File: src/hdl/wzn_pkg.sv
// Shared types and fixed widths for the window z-score normalizer.
package wzn_pkg;

	localparam int SAMPW = 16;
	localparam int NUMW  = 47;
	localparam int DENW  = 33;
	localparam int INVW  = 24;

	typedef struct packed {
		logic             pull;
		logic [SAMPW-1:0] sample;
		logic             last;
	} wzn_item_t;

	typedef struct packed {
		logic      valid;
		wzn_item_t item;
	} wzn_queue_out_t;

endpackage

File: src/hdl/wzn_front.sv
// Input side: accepts items and holds them in a two-entry queue for the engine.
module wzn_front
	import wzn_pkg::*;
(
	input  logic             clk,
	input  logic             arst_n,
	input  logic             s_tvalid,
	output logic             s_tready,
	input  logic [15:0]      s_tdata,   // sample[15:0]
	input  logic             s_tlast,
	input  logic             s_tuser,   // op
	output wzn_queue_out_t   head,
	input  logic             pop
);

	wzn_item_t  ent_q [2];
	logic       rd_ptr_q;
	logic       wr_ptr_q;
	logic [1:0] count_q;
	logic       push_en;
	logic       pop_en;

	assign s_tready = (count_q != 2'd2);
	assign push_en  = s_tvalid && s_tready;
	assign pop_en   = pop && (count_q != 2'd0);

	assign head.valid = (count_q != 2'd0);
	assign head.item  = ent_q[rd_ptr_q];

	always_ff @(posedge clk) begin
		if (push_en) begin
			ent_q[wr_ptr_q].pull   <= s_tuser;
			ent_q[wr_ptr_q].sample <= s_tdata;
			ent_q[wr_ptr_q].last   <= s_tlast;
		end
	end

	always_ff @(posedge clk or negedge arst_n) begin
		if (!arst_n) begin
			rd_ptr_q <= 1'b0;
			wr_ptr_q <= 1'b0;
			count_q  <= 2'd0;
		end else begin
			if (push_en) wr_ptr_q <= ~wr_ptr_q;
			if (pop_en) rd_ptr_q <= ~rd_ptr_q;
			count_q <= count_q + {1'b0, push_en} - {1'b0, pop_en};
		end
	end

endmodule

File: config.mk
export PLATFORM = sky130hd
export DESIGN_NAME = wzn_front
export DESIGN_NICKNAME = d
export VERILOG_FILES = /design/src/hdl/wzn_pkg.sv /design/src/hdl/wzn_front.sv
export SDC_FILE = /design/constraint.sdc
export NUM_CORES = 1
export LEC_CHECK = 0
export BUFFER_PORTS_ARGS = -buffer_cell sky130_fd_sc_hd__buf_2
export CORE_MARGIN = 4
export CORE_UTILIZATION = 30
export CTS_CLUSTER_DIAMETER = 200
export DETAILED_ROUTE_END_ITERATION = 7
export GPL_TIMING_DRIVEN = 0
export PLACE_DENSITY = 0.53
export RECOVER_POWER = 100
export SLEW_MARGIN = 20
export SYNTH_ARGS = -nofsm -noshare
export SYNTH_HDL_FRONTEND = slang
export SYNTH_SLANG_ARGS = --single-unit
export TNS_END_PERCENT = 20
File: constraint.sdc
create_clock -name clk -period 3.8 [get_ports clk]
set_input_delay 0.57 -clock clk [delete_from_list [all_inputs] [get_ports clk]]
set_output_delay 0.57 -clock clk [all_outputs]
set_load 0.01 [all_outputs]
**Yosys cells after proc, flatten, opt, wreduce, memory -nomap -nowiden**

Memories as Yosys holds them, arrays and structs flattened.
Index checks and enable logic that the tools add are counted.

- Bits in registers: 4
- Bits in writable memories: 36
- Output and inout bits: 20
- Memories kept: 1

- $add $sub $neg: 2
- Equal/unequal tests: 1
- Mux-type cells: 2
- Bitwise operators: 2
- Reduce and logical (&&, ||, !) cells: 3

Memory list:

| name | words | bits a word | read ports | clocked after memory_dff | wr ports | line | text |
|---|---|---|---|---|---|---|---|
| ent_q | 2 | 18 | 1 | 0 | 1 | wzn_front.sv:16 | `wzn_item_t ent_q [2];` |

Operator list:

| cell | count |
|---|---|
| 2-bit by 1-bit adder with 2-bit output | 1 |
| 1-bit logical AND | 2 |
| 1-bit two-way mux | 2 |
| 2-bit inequality test (second input constant) | 1 |
| 1-bit inverter | 2 |
| 2-bit nonzero test | 1 |
| 2-bit by 1-bit subtractor with 2-bit output | 1 |

**Depth between registers and ports, before layout**

Gate-level depths: netlist of the first run.

- Word-level depth: 4
- Gate-level depth with buffers: 7
- Depth with buffers taken out: 7

**Worst setup path before layout of the first run**

No wires, ideal clock.

- Path kind: input to register
- Start point: in s_tvalid
- End point: mem ent_q[0][0] (netlist bit) (enable)
- Library setup time: 0.392 ns
- Data arrival time: 1.443 ns
- Path slack: 1.965 ns
- Stages on the path: 2
- Buffers on the path: 0
- Cells stage by stage: nand2_1 nor2_1

- Word-level cells in the longest chain between the ends: 3

Ends and longest elaborated chain:

| what | line | text |
|---|---|---|
| start: declaration | wzn_front.sv:7 | `input logic s_tvalid,` |
| 1-bit logical AND | wzn_front.sv:24 | `assign push_en = s_tvalid && s_tready;` |
| 1-bit two-way mux | wzn_front.sv:31 | `if (push_en) begin` |
| 1-bit two-way mux (implied by the code) | wzn_front.sv:34 | `ent_q[wr_ptr_q].last <= s_tlast;` |
| end: declaration | wzn_front.sv:16 |  |

Every way passes these cells.

==> metrics.yaml, run 1 <==
outcome:
  status: "complete, no violations"
die:
  row_count: 25
  die_h_um: 79.6
  core-area_sq_um: 4850
  die_w_um: 79.6
  pin_count: 42
  die_area_sq_um: 6340
  start_util: 0.317
synthesis:
  ys.flop_type: "edfxtp_1"
  syn_inst: 73
  synth_common_cells: "edfxtp_1, mux2_1, mux2_4, dfrtp_1, xnor2_1"
  synth.most_common_cell: "edfxtp_1"
  yosys.area.top_type: "edfxtp_1"
  synth.top_cell.area_share: 0.702
  synth-async-reset-ratio: 0.100
  synth.distinct_cells: 15
  syn_area_per_cell_sq_um: 21.1
  yosys-top-cells-area: "edfxtp_1, mux2_4, mux2_1, dfrtp_1, xnor2_1"
  synth_enable_flop_cells: 36
  synth_area_sq_um: 1540
  synth_nets: 97
  yosys_register_bits: 40
  yosysSeqAreaShare: 0.767
  yosysWarnings: 0
critical_path:
  max_stage_delay_ns: 0.45
  critPathTopFamily: "buffers and inverters"
  worstPathRequired_ns: 3.23
  crit_buf_inv: 3
  path_class: "register to output port"
  crit_path_cell_trace: "clkbuf_1 -> buf_6 -> mux2_1 -> buf_2"
  startpoint_type: "register"
  cp-end-kind: "output port"
  critPathMaxFanout: 10
  cp_slowest_cell: "clkbuf_1"
  arrival_ns: 1.81
grt:
  grt_pass1_wl_um: 4280
  grt_overflow: 0
  grt_antenna_before_repair: 0
  met1_usage: 0.0975
  grt_pass1_vias: 897
  top_usage_layer: "met2"
  grt_max_degree: 19
  globalRouteMet2Util: 0.154
  grtUsageTotal: 0.0908
  met3_usage: 0.0451
sta:
  setup_violations: 0
  hold_slack_ns: 0.107
  post-route-period-util: 0.626
  timing.final.max_slew_violations: 0
  tns_ns: 0
  fin_worst_skew_ns: 0.00422
  final.min_clock_period_ns: 2.38
  tightest_slew_ns: 0.891
  relSlewSlack: 0.406
  rsz0062_at_grt: "false"
  finalHoldViolCount: 0
  fmax_mhz: 420
job:
  drv_cap: 0
place:
  gp_congestion: 0.665
  hpwl_um: 1940
  io_buffers: 41
  dp.cells: 182
finish:
  nFillCells: 471
  diodes: 0
  syn_to_final_growth_pct: 20.4
  final-seq-area_sq_um: 1180
  nets: 146
  fin_cells: 189
  drive_gt1_frac: 0.230
  multi_input_area_sq_um: 314
clock_network:
  cts_hold_buf: 0
  clkTransAtPathRegs_ns: 0.07
  insertion_delay_ns: 0.28
  cts-root-buf: "clkbuf_8"
  cts_buffers: 5
  cts_tree: "done"
  htreeDepth: 2
  cts_setup_buffers: 0
  cts_num_sinks: 40
  cts_resized: 0
  clockBufferDepth: 2
routing:
  drt_pre_antenna_iters: 3
  route.detailed.drc: 0
  num_vias: 765
  wl_per_cell_um: 14.3
  antenna_left: 0
  first_iter_violations: 50
  routed_wl_um: 2700
  vias_per_cell: 4.05
power:
  p_leak_nw: 0.665
  ir_drop_v: 0.000307
  powerDensity_nw_per_um2: 721
min_path:
  worst_hold_path_type: "input pin to asynchronous set/reset pin"
==> cell families after synthesis <==
group / after synthesis / share of synthesized area
fa+ha+maj: 2 / 0.0163
flops: 40 / 0.767
simple gates: 6 / 0.0228
xor+xnor: 4 / 0.0228
mux: 18 / 0.154
buf+inv: 3 / 0.0171
==> registers in the layout (all words and copies together) (netlist names) <==
| name | cells |
|---|---|
| count_q | 2 |
| ent_q | 36 |
| rd_ptr_q | 1 |
| wr_ptr_q | 1 |
==> worst reg2reg max path, stage by stage, from the launching register on <==
cell      delay, ns
dfrtp_1        0.41
nand2b_1       0.13
nand2_1        0.11
nor2_1         0.52
clkbuf_1       0.56
==> area by class of cell <==
type,count,share of cell area
Buffer,2,0.00810
Clock buffer,5,0.0371
Clock inverter,2,0.00405
Inverter,1,0.00203
Multi-Input combinational cell,30,0.169
Sequential cell,40,0.637
Tap cell,67,0.0452
Timing Repair Buffer,42,0.0966
==> placed cells by master, fill, tap and decap left out, drive strengths merged, types with 2 or more instances in the layout <==
cell type | synthesis | layout
mux2 | 18 | 18
ha | 2 | 2
buf | 2 | 18
edfxtp | 36 | 36
dfrtp | 4 | 4
clkbuf | 0 | 31
xnor2 | 3 | 3
clkinv | 0 | 2
==> metal layers <==
metal | vias to the layer above | wire (um)
met2 | 29 | 1360
met3 | 2 | 202
met4 | 0 | 6
met1 | 365 | 1120
li1 | 369 | -
met5 | - | 0
==> metrics by stage <==
| step | power, W | util | worst slack [ns] | cell area, sq um |
|---|---|---|---|---|
| floorplan | 0.000981 | - | 1.96 | 1540 |
| global placement | 0.00114 | 0.377 | 1.43 | 1830 |
| detailed placement | 0.00117 | 0.381 | 1.94 | 1850 |
| CTS | 0.00143 | 0.396 | 1.77 | 1920 |
| global route | 0.00143 | 0.382 | 1.30 | 1850 |
| finish | 0.00134 | 0.382 | 1.42 | 1850 |
==> path summary, 6_finish.rpt <==
path                             from           end  slack, ns  depth (start not counted)
min reg2reg                  wr_ptr_q      wr_ptr_q       0.52                          1
min in group clk           s_tdata[3]   ent_q[0][4]       0.47                          1
max in group asynchronous      arst_n      wr_ptr_q       3.50                          1
max                          rd_ptr_q      head[12]       1.42                          4
min                            arst_n      rd_ptr_q       0.11                          1
max reg2reg                count_q[1]  ent_q[0][15]       1.72                          4
==> where the power goes <==
group          switching, W  leakage [nW]  internal [W]
clock network      0.000133        0.0391      0.000121
logic              0.000250         0.245      0.000191
registers         0.0000317         0.381      0.000609
Note: power is estimated with default switching activity, not from simulation.
==> run 2: changes to the inputs <==
--- a/config.mk
+++ b/config.mk
@@ -11,7 +11,7 @@
 export CTS_CLUSTER_DIAMETER = 200
 export DETAILED_ROUTE_END_ITERATION = 7
 export GPL_TIMING_DRIVEN = 0
-export PLACE_DENSITY = 0.53
+export PLACE_DENSITY = 0.54
 export RECOVER_POWER = 100
 export SLEW_MARGIN = 20
 export SYNTH_ARGS = -nofsm -noshare
==> constraint.sdc (replaced) <==
create_clock -name clk -period 2.15 [get_ports clk]
set_input_delay 0.3225 -clock clk [delete_from_list [all_inputs] [get_ports clk]]
set_output_delay 0.3225 -clock clk [all_outputs]
set_load 0.01 [all_outputs]
==> run 2 against run 1 <==
Global-route usage fell by 0.38 points. Sequential power rose by 77%. Flip-flop and latch count did not move. Clock power rose by 78%. Worst hold slack improved by 0.12 ns. Combinational power rose by 85%. Non-clock buffer count rose by 1. Utilization rose by 0.65 points. First-iteration DRC count fell by 36%. Largest cell class unchanged. Highest routed layer unchanged.
==> metrics.yaml, run 2 (same netlist as run 1, synthesis figures left out) <==
place:
  io_buffers: 41
  gp_congestion: 0.628
  hpwl_um: 1870
job:
  drv_cap: 0
clock_network:
  clockBufferDepth: 2
  cts_num_sinks: 40
  cts_setup_buffers: 0
  cts-root-buf: "clkbuf_8"
  cts_buffers: 5
  cts_hold_buf: 1
  cts_tree: "done"
  insertion_delay_ns: 0.28
  clkTransAtPathRegs_ns: 0.07
  htreeDepth: 2
  cts_resized: 0
routing:
  first_iter_violations: 32
  route.detailed.drc: 0
  num_vias: 785
  routed_wl_um: 2640
  drt_pre_antenna_iters: 4
  vias_per_cell: 4.11
  wl_per_cell_um: 13.8
  antenna_left: 0
finish:
  reg_top3: "ent_q (36), count_q (2)"
  drive_gt1_frac: 0.218
  top_register: "ent_q"
  nets: 147
  final-seq-area_sq_um: 1180
  largest_reg_flops: 36
  diodes: 0
  layout_common_cells: "edfxtp_1, clkbuf_1, buf_2"
  mostFrequentLayoutCell: "edfxtp_1"
  syn_to_final_growth_pct: 22.4
  nFillCells: 470
  multi_input_area_sq_um: 318
sta:
  fin_worst_skew_ns: 0.00954
  post-route-period-util: 0.847
  finalHoldViolCount: 0
  setup_violations: 0
  timing.final.max_slew_violations: 0
  rsz0062_at_grt: "false"
  fmax_mhz: 549
  tns_ns: 0
  tightest_slew_ns: 0.887
  final.min_clock_period_ns: 1.82
  relSlewSlack: 0.409
die:
  die_w_um: 79.6
  die_h_um: 79.6
  start_util: 0.317
  pin_count: 42
  die_area_sq_um: 6340
  row_count: 25
  core-area_sq_um: 4850
grt:
  grt_overflow: 0
  grt_antenna_before_repair: 0
  grt_pass1_wl_um: 4010
  grtUsageTotal: 0.0870
  grt_max_degree: 19
  grt_pass1_vias: 827
critical_path:
  r2r-start: "count_q[1]"
  arrival_ns: 1.81
  path_class: "register to register"
  r2r_end: "ent_q[0][17]"
  rrSetupSlack_ns: 0.33
  worstRegToRegCells: 4
  worstPathRequired_ns: 2.14
  startpoint_type: "register"
  cp-end-kind: "register"
  critPathMaxFanout: 11
power:
  powerDensity_nw_per_um2: 1270
  p_leak_nw: 0.674
  ir_drop_v: 0.000816
  power_w: 0.00240
min_path:
  holdCritStartpoint: "s_tdata[2]"
  worst_hold_path_type: "input pin to register"
  min_path_cells: 1
  worstHoldEndpoint: "ent_q[0][3]"
outcome:
  status: "complete, no violations"
==> run 2: changes by cell type in the layout (fill, tap and decap cells not counted) <==
cell,delta
clkbuf_1,+4
clkinv_1,-1
dlygate4sd3_1,+1
buf_6,+1
mux2_1,-1
buf_2,-4
buf_8,+1
mux2_4,+1
==> run 2: area by class of cell <==
class | instances | area share
multi-input cells | 30 | 0.169
clock inverters | 1 | 0.00199
clock buffers | 7 | 0.0405
flip-flops and latches | 40 | 0.627
inverters | 1 | 0.00199
repair buffers | 43 | 0.104
well taps | 67 | 0.0445
plain buffers | 2 | 0.0120
==> run 2: metal layers <==
layer	share of wire	up-vias	track usage
li1	-	372	-
met1	0.39	389	0.0881
met2	0.55	22	0.158
met3	0.062	2	0.0372
met4	0.0045	0	0.0309
met5	0	-	0
==> run 2: worst max-delay path, cell delays in order, from the launching register on <==
cell      delay [ns]
dfrtp_1         0.41
nand2b_1        0.12
nand2_1         0.11
nor2_1          0.66
buf_8           0.24
==> run 2: where the power goes <==
group / internal [W] / switching [W]
clock network: 0.000226 / 0.000228
logic: 0.000372 / 0.000442
registers: 0.00108 / 0.0000575
==> run 2: through the flow <==
step	util	std cells	hold slack (ns)	cell area, sq um	setup slack [ns]
2_1_floorplan	-	73	0.0269	1540	0.319
3_3_place_gp	0.377	181	0.130	1830	-0.0870
3_5_place_dp	0.381	182	0.132	1850	0.431
4_1_cts	0.399	191	0.212	1940	0.360
5_1_grt	0.389	191	0.207	1880	0.202
6_report	0.389	191	0.226	1880	0.329
==> run 2: how the worst max path moves through the flow <==
stage,startpoint,to,slack (ns),cells past startpoint
global placement,count_q[1],ent_q[0][17],-0.09,3
floorplan,count_q[1],ent_q[0][0],0.32,3
global route,count_q[1],ent_q[0][0],0.20,4
CTS,rd_ptr_q,head[8],0.36,4
detailed placement,count_q[1],count_q[1],0.43,7
finish,count_q[1],ent_q[0][17],0.33,4
==> run 3: changes to the inputs <==
--- a/config.mk
+++ b/config.mk
@@ -5,13 +5,14 @@
 export SDC_FILE = /design/constraint.sdc
 export NUM_CORES = 1
 export LEC_CHECK = 0
+export ABC_AREA = 1
 export BUFFER_PORTS_ARGS = -buffer_cell sky130_fd_sc_hd__buf_2
 export CORE_MARGIN = 4
 export CORE_UTILIZATION = 30
 export CTS_CLUSTER_DIAMETER = 200
 export DETAILED_ROUTE_END_ITERATION = 7
 export GPL_TIMING_DRIVEN = 0
-export PLACE_DENSITY = 0.54
+export PLACE_DENSITY = 0.53
 export RECOVER_POWER = 100
 export SLEW_MARGIN = 20
 export SYNTH_ARGS = -nofsm -noshare
==> constraint.sdc (replaced) <==
create_clock -name clk -period 1.7 [get_ports clk]
set_input_delay 0.255 -clock clk [delete_from_list [all_inputs] [get_ports clk]]
set_output_delay 0.255 -clock clk [all_outputs]
set_load 0.01 [all_outputs]
==> run 3 against run 2 <==
Utilization is 0.73 points higher. Critical path depth is 1 higher. Clock power is 67% higher. Synthesized cell count is 71% higher. Cell area is 2.5% higher. Clock-buffer cell count is 2 lower. Worst hold slack worse by 0.075 ns. Via count is 27% higher.
==> metrics.yaml, run 3 <==
sta:
  fmax_mhz: 623
  timing.final.max_slew_violations: 0
  finalWorstSetupSlack_ns: 0.0945
  tightest_slew_ns: 0.735
  relSlewSlack: 0.509
  finalHoldViolCount: 0
  setup_violations: 0
  rsz0062_at_grt: "false"
  post-route-period-util: 0.944
  final.min_clock_period_ns: 1.61
  fin_worst_skew_ns: 0.00341
place:
  dp.cells: 233
  io_buffers: 41
  gp_congestion: 0.743
  post-place-ws_ns: -0.0775
  hpwl_um: 2030
synthesis:
  synth.most_common_cell: "nand2_1"
  yosys_register_bits: 40
  yosys-top-cells-area: "edfxtp_1, nand2_1, dfrtp_1, inv_1, ha_1"
  yosysWarnings: 0
  yosysSeqAreaShare: 0.761
  synth_common_cells: "nand2_1, edfxtp_1, inv_1, dfrtp_1, nand3_1"
  synth_nets: 149
  synth-async-reset-ratio: 0.100
  synth_area_sq_um: 1550
  synth.distinct_cells: 12
  syn_area_per_cell_sq_um: 12.4
  synth.top_cell.area_share: 0.697
  syn_inst: 125
  synth_enable_flop_cells: 36
  yosys.area.top_type: "edfxtp_1"
  ys.flop_type: "edfxtp_1"
grt:
  grtUsageTotal: 0.101
  grt_overflow: 0
  grt_pass1_vias: 1011
  grt_antenna_before_repair: 0
  grt_pass1_wl_um: 4710
  grt_max_degree: 19
finish:
  top_register: "ent_q"
  nets: 198
  mostFrequentLayoutCell: "nand2_1"
  drive_gt1_frac: 0.171
  layout_common_cells: "nand2_1, edfxtp_1, clkbuf_1"
  fin_cells: 242
  nFillCells: 509
  reg_top3: "ent_q (36), count_q (2)"
  diodes: 0
  syn_to_final_growth_pct: 24.5
  largest_reg_flops: 36
clock_network:
  cts_tree: "done"
  clockBufferDepth: 2
  cts_num_sinks: 40
  cts-root-buf: "clkbuf_8"
  cts_setup_buffers: 0
  insertion_delay_ns: 0.29
  htreeDepth: 2
  cts_buffers: 5
  clkTransAtPathRegs_ns: 0.07
die:
  row_count: 25
  die_w_um: 79.9
  die_h_um: 79.9
  pin_count: 42
  start_util: 0.318
  core-area_sq_um: 4880
  die_area_sq_um: 6390
outcome:
  status: "complete, no violations"
routing:
  drt_pre_antenna_iters: 4
  antenna_left: 0
  first_iter_violations: 40
  num_vias: 994
  wl_per_cell_um: 11.9
  route.detailed.drc: 0
  routed_wl_um: 2880
  vias_per_cell: 4.11
power:
  power_frac_seq: 0.432
  p_leak_nw: 0.819
  combPwrFrac: 0.338
  switching_share: 0.343
  powerDensity_nw_per_um2: 1700
  clockPowerShare: 0.230
  power_switching_w: 0.00113
  internal_power_w: 0.00216
  ir_drop_v: 0.000765
job:
  drv_cap: 0
critical_path:
  critPathMaxFanout: 10
  r2r-start: "count_q[1]"
  cp-end-kind: "output port"
  path_class: "register to output port"
  crit_start: "rd_ptr_q"
  worstPathRequired_ns: 1.44
  arrival_ns: 1.35
  startpoint_type: "register"
min_path:
  holdCritStartpoint: "s_tdata[3]"
  worst_hold_path_type: "input pin to register"
==> run 3: cell types whose count changed in the layout (fill, tap and decap cells not counted), moves of 2 or more <==
cell / delta
clkbuf_1: -5
nand2_1: +65
mux2_1: -12
inv_1: +7
nand3_1: +3
mux2_4: -6
buf_6: -2
clkbuf_2: +5
xnor2_1: -3
==> run 3: kinds of logic after synthesis <==
logic type                 count (synthesis)  synth area share
adders and majority gates                  2            0.0161
DFF                                       40             0.761
buffers and inverters                     12            0.0468
and+or+nand+nor                           71             0.176
==> run 3: final timing paths <==
kind / slack (ns) / endpoint / cells after the start
min in group asynchronous: 0.33 / wr_ptr_q / 2
setup / recovery: 0.09 / head[7] / 5
hold reg to reg: 0.47 / wr_ptr_q / 2
max in group asynchronous: 1.17 / rd_ptr_q / 2
hold / removal: 0.15 / ent_q[0][4] / 1
setup reg to reg: 0.17 / ent_q[0][14] / 3
==> run 3: critical path, stage by stage (launching register included) <==
cell	delay, ns
dfrtp_1	0.36
clkbuf_2	0.26
buf_12	0.17
nand2_1	0.05
nand2_1	0.07
clkbuf_1	0.15
==> run 3: cell type report <==
| type | count | area (sq um) | share of cell area |
|---|---|---|---|
| buffer | 3 | 32.5 | 0.0168 |
| clock buffer | 5 | 68.8 | 0.0356 |
| clock inverter | 3 | 42.5 | 0.0220 |
| inverter | 9 | 33.8 | 0.0175 |
| multi-input combinational | 73 | 305 | 0.158 |
| sequential | 40 | 1180 | 0.611 |
| tap | 67 | 83.8 | 0.0434 |
| timing repair buffer | 42 | 184 | 0.0952 |
==> run 3: stage by stage <==
step	utilization	power [W]	cell area [sq um]	hold slack (ns)	TNS, ns
floorplan	-	0.00218	1550	-0.0406	0
global placement	0.378	0.00261	1840	0.0652	-0.995
detailed placement	0.378	0.00264	1840	0.0707	-1.39
CTS	0.404	0.00342	1970	0.136	0
global route	0.396	0.00354	1930	0.128	0
finish	0.396	0.00329	1930	0.150	0
==> run 3: power groups by stage <==
stage | sequential (W) | combinational, W | clock [W]
floorplan | 0.00143 | 0.000752 | 0
global placement | 0.00144 | 0.00117 | 0
detailed placement | 0.00145 | 0.00120 | 0
CTS | 0.00143 | 0.00121 | 0.000781
global route | 0.00144 | 0.00126 | 0.000831
finish | 0.00142 | 0.00111 | 0.000758
==> run 3: metal layers <==
| layer | GRT usage | vias to the layer above | share of wire |
|---|---|---|---|
| met5 | 0 | - | 0 |
| met4 | 0.0304 | 0 | 0.012 |
| met3 | 0.0621 | 6 | 0.097 |
| met2 | 0.157 | 38 | 0.45 |
| met1 | 0.114 | 447 | 0.44 |
| li1 | - | 503 | - |
==> run 3: timing repair <==
item                                    in CTS  in global routing
hold endpoints to repair                     4                  0
endpoints found under the setup margin      18                  0
resized for setup                            1                  0
hold buffers                                 1                  0
